[config.mk]
export PLATFORM = sky130hd
export DESIGN_NAME = prca_ctrl
export DESIGN_NICKNAME = d
export VERILOG_FILES = /design/src/rtl/prca_pkg.sv /design/src/rtl/prca_ctrl.sv
export SDC_FILE = /design/constraint.sdc
export NUM_CORES = 1
export LEC_CHECK = 0
export BUFFER_PORTS_ARGS = -buffer_cell sky130_fd_sc_hd__buf_2
export CORE_AREA = 2 2 39 41
export CTS_BUF_LIST = sky130_fd_sc_hd__clkbuf_8
export CTS_CLUSTER_SIZE = 30
export DETAILED_ROUTE_END_ITERATION = 6
export DIE_AREA = 0 0 41 43
export PLACE_DENSITY = 0.71
export SLEW_MARGIN = 20
export SYNTH_ARGS = -nofsm -noshare
export SYNTH_HDL_FRONTEND = slang
export SYNTH_SLANG_ARGS = --single-unit
[constraint.sdc]
create_clock -name clk -period 1.9 [get_ports clk]
set_input_delay 0.38 -clock clk [delete_from_list [all_inputs] [get_ports clk]]
set_output_delay 0.38 -clock clk [all_outputs]
set_load 0.05 [all_outputs]
[src/rtl/prca_pkg.sv]
package prca_pkg;

  // defaults for the top level parameters
  localparam int NUM_PAGES_DEF  = 512;
  localparam int PAGE_BYTES_DEF = 4096;
  localparam int COUNT_BITS_DEF = 8;

  // fixed field widths
  localparam int FUNC_W    = 2;
  localparam int REQ_W     = 16;
  localparam int ADDR_W    = 21;
  localparam int STATUS_W  = 3;
  localparam int NCOUNT_W  = 8;
  localparam int CFG_W     = 9;
  localparam int CFG_IDX_W = 1;

  localparam logic [CFG_W-1:0] FIRST_PAGE_RST = 9'd256;
  localparam logic [CFG_W-1:0] LAST_PAGE_RST  = 9'd511;

  typedef enum logic [CFG_IDX_W-1:0] {
    REG_FIRST = 1'd0,
    REG_LAST  = 1'd1
  } cfg_reg_t;

  typedef enum logic [FUNC_W-1:0] {
    FN_ALLOC = 2'd0,
    FN_FREE  = 2'd1,
    FN_SHARE = 2'd2,
    FN_RSVD  = 2'd3
  } func_t;

  typedef enum logic [STATUS_W-1:0] {
    ST_OK        = 3'd0,
    ST_TOO_LARGE = 3'd1,
    ST_NONE_FREE = 3'd2,
    ST_BAD_ADDR  = 3'd3,
    ST_NOT_ALLOC = 3'd4,
    ST_SATURATED = 3'd5
  } status_t;

  typedef enum logic [3:0] {
    S_CLEAR,
    S_IDLE,
    S_DECODE,
    S_SCAN,
    S_LOOKUP,
    S_UPDATE,
    S_RESULT
  } state_t;

  // controller -> datapath
  typedef struct packed {
    logic    in_load;
    logic    clr_step;
    logic    scan_start;
    logic    scan_step;
    logic    grant_write;
    logic    upd_write;
    logic    res_load;
    status_t res_status;
    logic    out_load;
  } cmd_t;

  // datapath -> controller
  typedef struct packed {
    logic clr_last;
    logic is_alloc;
    logic is_free;
    logic is_rsvd;
    logic too_large;
    logic null_free;
    logic hit;
    logic scan_done;
    logic addr_bad;
    logic count_zero;
    logic count_max;
  } sts_t;

endpackage

[src/rtl/prca_ctrl.sv]
module prca_ctrl (
  input  logic             clk,
  input  logic             rst,
  input  logic             in_valid,
  output logic             in_ready,
  output logic             out_valid,
  input  logic             out_ready,
  input  prca_pkg::sts_t   sts,
  output prca_pkg::cmd_t   cmd
);

  prca_pkg::state_t state, state_next;
  logic             out_valid_next;

  always_ff @(posedge clk) begin
    if (rst) begin
      state     <= prca_pkg::S_CLEAR;
      out_valid <= 1'b0;
    end else begin
      state     <= state_next;
      out_valid <= out_valid_next;
    end
  end

  always_comb begin
    state_next     = state;
    cmd            = '0;
    cmd.res_status = prca_pkg::ST_OK;
    in_ready       = 1'b0;
    out_valid_next = out_valid && !out_ready;

    unique case (state)
      prca_pkg::S_CLEAR: begin
        cmd.clr_step = 1'b1;
        if (sts.clr_last) begin
          state_next = prca_pkg::S_IDLE;
        end
      end

      prca_pkg::S_IDLE: begin
        in_ready = 1'b1;
        if (in_valid) begin
          cmd.in_load = 1'b1;
          state_next  = prca_pkg::S_DECODE;
        end
      end

      prca_pkg::S_DECODE: begin
        if (sts.is_alloc) begin
          if (sts.too_large) begin
            cmd.res_load   = 1'b1;
            cmd.res_status = prca_pkg::ST_TOO_LARGE;
            state_next     = prca_pkg::S_RESULT;
          end else begin
            cmd.scan_start = 1'b1;
            state_next     = prca_pkg::S_SCAN;
          end
        end else if (sts.is_rsvd) begin
          cmd.res_load   = 1'b1;
          cmd.res_status = prca_pkg::ST_BAD_ADDR;
          state_next     = prca_pkg::S_RESULT;
        end else if (sts.null_free) begin
          cmd.res_load   = 1'b1;
          cmd.res_status = prca_pkg::ST_OK;
          state_next     = prca_pkg::S_RESULT;
        end else begin
          state_next = prca_pkg::S_LOOKUP;
        end
      end

      prca_pkg::S_SCAN: begin
        cmd.scan_step = 1'b1;
        if (sts.hit) begin
          cmd.grant_write = 1'b1;
          cmd.res_load    = 1'b1;
          cmd.res_status  = prca_pkg::ST_OK;
          state_next      = prca_pkg::S_RESULT;
        end else if (sts.scan_done) begin
          cmd.res_load   = 1'b1;
          cmd.res_status = prca_pkg::ST_NONE_FREE;
          state_next     = prca_pkg::S_RESULT;
        end
      end

      // count read is issued here, data arrives in S_UPDATE
      prca_pkg::S_LOOKUP: begin
        if (sts.addr_bad) begin
          cmd.res_load   = 1'b1;
          cmd.res_status = prca_pkg::ST_BAD_ADDR;
          state_next     = prca_pkg::S_RESULT;
        end else begin
          state_next = prca_pkg::S_UPDATE;
        end
      end

      prca_pkg::S_UPDATE: begin
        cmd.res_load = 1'b1;
        state_next   = prca_pkg::S_RESULT;
        if (sts.count_zero) begin
          cmd.res_status = prca_pkg::ST_NOT_ALLOC;
        end else if (!sts.is_free && sts.count_max) begin
          cmd.res_status = prca_pkg::ST_SATURATED;
        end else begin
          cmd.upd_write  = 1'b1;
          cmd.res_status = prca_pkg::ST_OK;
        end
      end

      prca_pkg::S_RESULT: begin
        if (!out_valid || out_ready) begin
          cmd.out_load   = 1'b1;
          out_valid_next = 1'b1;
          state_next     = prca_pkg::S_IDLE;
        end
      end

      default: begin
        state_next = prca_pkg::S_IDLE;
      end
    endcase
  end

endmodule

==> results of run 1 <==
==> layer usage <==
metal / track usage / wire (um) / part of all wire
met5: 0 / 0 / 0
met4: 0.0800 / 18 / 0.014
met3: 0.0209 / 115 / 0.088
met2: 0.259 / 607 / 0.46
met1: 0.185 / 565 / 0.43
==> stage by stage <==
| stage | power (W) | cell area, um2 | utilization |
|---|---|---|---|
| global placement | 0.000234 | 646 | 0.467 |
| CTS | 0.000416 | 688 | 0.497 |
| finish | 0.000412 | 693 | 0.501 |
| floorplan | 0.000195 | 495 | - |
| detailed placement | 0.000237 | 646 | 0.467 |
| global route | 0.000435 | 693 | 0.501 |
==> kinds of logic (layout without fill, tap and decap cells) <==
kind of cell | after synthesis | in the layout | synth area share
and+or+nand+nor | 31 | 31 | 0.427
AOI/OAI and AO/OA | 21 | 21 | 0.328
buffers and inverters | 7 | 35 | 0.0747
DFF | 4 | 4 | 0.171
==> final cells by class <==
type                       instances  share of cell area
sequential                         4               0.121
clock buffer                       3              0.0596
inverter                           2              0.0108
tap                               16              0.0289
timing repair buffer              30               0.231
multi-input combinational         52               0.549
==> Yosys cell counts <==
cell | number | area share
and3_1 | 2 | 0.027
or3_1 | 1 | 0.013
and4bb_2 | 1 | 0.027
o31ai_1 | 1 | 0.016
inv_1 | 2 | 0.016
buf_2 | 3 | 0.032
nand4b_1 | 2 | 0.037
a2111oi_2 | 1 | 0.032
and2b_1 | 1 | 0.016
o32a_1 | 1 | 0.021
nor4bb_1 | 1 | 0.021
nand3_1 | 1 | 0.011
nor2_1 | 2 | 0.016
o21ai_0 | 4 | 0.043
a221oi_1 | 1 | 0.019
or3b_1 | 1 | 0.019
and2_1 | 2 | 0.027
a21oi_1 | 5 | 0.053
nor3_1 | 3 | 0.032
a21bo_2 | 1 | 0.021
dlygate4sd1_1 | 1 | 0.019
o21a_1 | 1 | 0.016
a2bb2oi_1 | 1 | 0.019
nor2b_1 | 3 | 0.040
nor4_1 | 1 | 0.013
o211ai_1 | 2 | 0.032
nand2_1 | 3 | 0.024
dfxtp_1 | 4 | 0.17
clkbuf_1 | 1 | 0.0080
nand2b_1 | 3 | 0.040
nor3b_1 | 4 | 0.064
o2bb2ai_1 | 1 | 0.019
o22ai_1 | 1 | 0.013
o21bai_2 | 1 | 0.024
==> flip-flops by register name, summed over array words and instances, names as in the netlist <==
| signal | cells |
|---|---|
| state | 3 |
| out_valid | 1 |
==> what timing repair did <==
action                                  in CTS  in global routing
resized for setup                            1                  3
hold buffers                                 0                  0
buffers inserted                             0                  0
hold endpoints to repair                     0                  0
endpoints found under the setup margin       3                  4
==> worst max-delay path, stage by stage (launching register included) <==
cell,delay (ps)
dfxtp_2,450
nor2b_1,260
o21ai_0,120
nand3_1,90
buf_2,260
==> power breakdown <==
part | internal, W | switching, W
clock | 0.000135 | 0.0000400
combinational | 0.0000502 | 0.0000871
sequential | 0.0000898 | 0.0000102
==> worst max path at each step <==
| stage | start | end | cells after the start |
|---|---|---|---|
| global route | state[2] | cmd[4] | 4 |
| global placement | state[2] | cmd[1] | 4 |
| CTS | state[1] | cmd[2] | 5 |
| finish | state[2] | cmd[4] | 4 |
| detailed placement | state[2] | cmd[1] | 4 |
| floorplan | state[0] | cmd[10] | 3 |
==> metrics.cfg, run 1 <==
[timing]
setup_violations=0
fin_crit_sh=0.939
max_clock_freq_mhz=561
rsz0062_at_grt=no
timing.final.ws_setup_ps=116
tns_ps=0
relSlewSlack=0.747
clock_skew_ps=0.0444
worst_hold_slack_ps=401
fin_crit_ps=1780
drv_slew=0
max_slew.worst_pin.slew_ps=374
final_hold_viol_count=0

[min_path]
hp-start=rst
hold_path_end=state[2]
whs_path_depth=2
min_path_type=input port to flip-flop

[worst_setup_path]
reg2reg_to=state[0]
critPathKind=flip-flop to primary output
cp_data_required_time_ps=1520
crit_path_start_kind=flip-flop
cp.arrival_ps=1400
cp_max_fo=14
r2r_slack_ps=380
r2r_cells=3
cp-end-kind=primary output
r2r_start=state[0]

[logic_synthesis]
seq_area_frac_synth=0.171
synth_cells=63
yosysWarnings=0
synth_area_um2=469
avgSynthCellArea_um2=7.45
ys_ff_latch=4
synth_cell_types=34
syn-num-nets=78

[floorplan]
fp-row-count=14
start_util=0.339
die_h_um=43
coreArea_um2=1380
io_pins=28
die_w_um=41
die_area_um2=1760

[clock_network]
cts-root-buf=clkbuf_8
htree_levels=1
cts_tree=built
max-clock-path-buffers=2
numCtsBuffers=3
clock_latency_ps=210
cts.sinks=4
clk_pin_slew_ps=30

[layout]
nets=108
multiInputGateArea_um2=380
final_cells=107
ff_latch_area_um2=83.8
area_growth_syn_to_layout_pct=47.7
num-fill-cells=150
final_common_cell=buf_2
final_cell_mix=buf_2 (26), a21oi_1 (5)
diodes=0
drive_above_1_share=0.505

[route]
vias=583
via_per_inst=5.45
finalWirelength_um=1310
wl_per_cell_um=12.2
first_pass_iters=4
drc=0
drtAntennaViolNets=0
initialDrtViolationCount=13

[grt]
grt_max_degree=18
grt_pass1_vias=500
overflow=0
antenna_found_initial=0
grt_use_total=0.157
grt_pass1_wl_um=1950

[run]
max-cap-violations=0

[pwr]
power.ir.vdd_worst_mv=0.535
powerDensity_nw_per_um2=594
p_leak_nw=0.311

[placed_design]
io_buffer_count=27
post-place-ws_ps=172
place_inst=104
dp_hpwl_um=1030
routabilityCongestion=0.786

[status]
outcome=finished, final reports clean

Power figures use the tool's default switching activity.
==> inputs of run 2 (changes only) <==
--- a/config.mk
+++ b/config.mk
@@ -6,12 +6,15 @@
 export NUM_CORES = 1
 export LEC_CHECK = 0
 export BUFFER_PORTS_ARGS = -buffer_cell sky130_fd_sc_hd__buf_2
-export CORE_AREA = 2 2 39 41
+export CELL_PAD_IN_SITES_DETAIL_PLACEMENT = 2
+export CELL_PAD_IN_SITES_GLOBAL_PLACEMENT = 2
+export CORE_ASPECT_RATIO = 1.1
+export CORE_MARGIN = 2
+export CORE_UTILIZATION = 22
 export CTS_BUF_LIST = sky130_fd_sc_hd__clkbuf_8
 export CTS_CLUSTER_SIZE = 30
 export DETAILED_ROUTE_END_ITERATION = 6
-export DIE_AREA = 0 0 41 43
-export PLACE_DENSITY = 0.71
+export PLACE_DENSITY = 0.84
 export SLEW_MARGIN = 20
 export SYNTH_ARGS = -nofsm -noshare
 export SYNTH_HDL_FRONTEND = slang
==> run 2 against run 1 <==
Against the previous run:
- die area increased by 43%
- combinational power grew 11%
- power rose by 3.1%
- register-to-register slack worse by 20 ps
- core utilization fell by 14 points
- largest cell class unchanged
==> metrics.cfg, run 2 (same netlist as run 1, synthesis figures left out) <==
[layout]
nets=110
multiInputGateArea_um2=383
largest_reg_flops=3
final_cell_mix=buf_2 (24), buf_4 (6), a21oi_1 (5)
largest-register=state
top_regs=state (3), out_valid (1)
diodes=0
final_common_cell=buf_2
drive_above_1_share=0.516
num-fill-cells=263
ff_latch_area_um2=82.6
area_growth_syn_to_layout_pct=55.5

[worst_setup_path]
timing.critical_path.from=state[0]
cp_max_fo=15
critPathKind=flip-flop to primary output
cp.arrival_ps=1410
max_stage_delay_ps=320
cp_data_required_time_ps=1520
cp-end-kind=primary output
crit_path_start_kind=flip-flop
r2r_cells=4
slowest_stage=dfxtp_1
r2r_start=state[0]
cp_cell_sequence=buf_4 -> and4bb_2 -> o21ai_0 -> o31ai_1 -> clkbuf_4

[run]
max-cap-violations=0

[clock_network]
cts.sinks=4
post_cts_buffers=0
ctsHoldBuffers=0
cts_tree=built
htree_levels=1
max-clock-path-buffers=2
numCtsBuffers=3
clock_latency_ps=220
clk_pin_slew_ps=30
cts-root-buf=clkbuf_8

[floorplan]
die_h_um=52.4
coreArea_um2=2020
io_pins=28
start_util=0.232
die_area_um2=2520
fp-row-count=17
die_w_um=48.0

[timing]
setup_violations=0
clock_skew_ps=2.18
final_hold_viol_count=0
max_slew.worst_pin.slew_ps=375
max_clock_freq_mhz=558
fin_crit_ps=1790
tns_ps=0
fin_crit_sh=0.943
relSlewSlack=0.748
drv_slew=0

[grt]
grt_max_degree=16
antenna_found_initial=0
overflow=0
grt_pass1_wl_um=2730
grt_use_total=0.152
grt_pass1_vias=646

[route]
first_pass_iters=2
via_per_inst=5.22
drc=0
vias=632
drtAntennaViolNets=0
finalWirelength_um=1770
wl_per_cell_um=14.7
initialDrtViolationCount=1

[min_path]
hp-start=rst
whs_path_depth=2
min_path_type=input port to flip-flop

[placed_design]
dp_hpwl_um=1480
routabilityCongestion=0.694
io_buffer_count=27

[pwr]
powerDensity_nw_per_um2=582
p_leak_nw=0.321
p_total_w=0.000425
power.ir.vdd_worst_mv=0.399

[status]
outcome=finished, final reports clean

## run 2: area by class of cell
class | count | area share
clock buffers | 3 | 0.0566
inverters | 2 | 0.0103
multi-input cells | 52 | 0.525
flip-flops and latches | 4 | 0.113
well taps | 28 | 0.0480
repair buffers | 32 | 0.247
## run 2: power breakdown
part	switching, W	total, W	internal (W)
clock	0.0000435	0.000179	0.000135
sequential	0.00000502	0.0000942	0.0000891
combinational	0.0000966	0.000152	0.0000553
## run 2: what timing repair did
item,4_1_cts,5_1_grt
endpoints found under the hold margin,0,0
gates resized for setup,3,3
endpoints found under the setup margin,2,2
## run 2: worst paths after layout
check               to  slack (ps)
max reg2reg   state[0]         360
min           state[0]         410
max             cmd[1]         110
min reg2reg  out_valid         680
## run 2: routing by layer
metal / wire length [um] / track usage / vias to the layer above
li1: - / - / 301
met1: 744 / 0.169 / 309
met2: 953 / 0.278 / 20
met3: 60 / 0.0103 / 2
met4: 15 / 0.0676 / 0
met5: 0 / 0 / -
## run 2: per-stage QoR
| step | setup slack [ps] | cell area [um2] | instances | util | hold WS (ps) |
|---|---|---|---|---|---|
| 2_1_floorplan | -456 | 495 | 63 | - | 449 |
| 3_3_place_gp | 257 | 676 | 118 | 0.334 | 626 |
| 3_5_place_dp | 174 | 676 | 118 | 0.334 | 644 |
| 4_1_cts | 10.2 | 723 | 121 | 0.358 | 411 |
| 5_1_grt | -1.08 | 729 | 121 | 0.361 | 421 |
| 6_report | 108 | 729 | 121 | 0.361 | 412 |
## run 2: critical path, delay by kind of cell, from the launching register on
family	cells	cell delay, ps
buffers and inverters	2	480
and+or+nand+nor	1	230
DFF	1	320
AOI/OAI and AO/OA	2	150
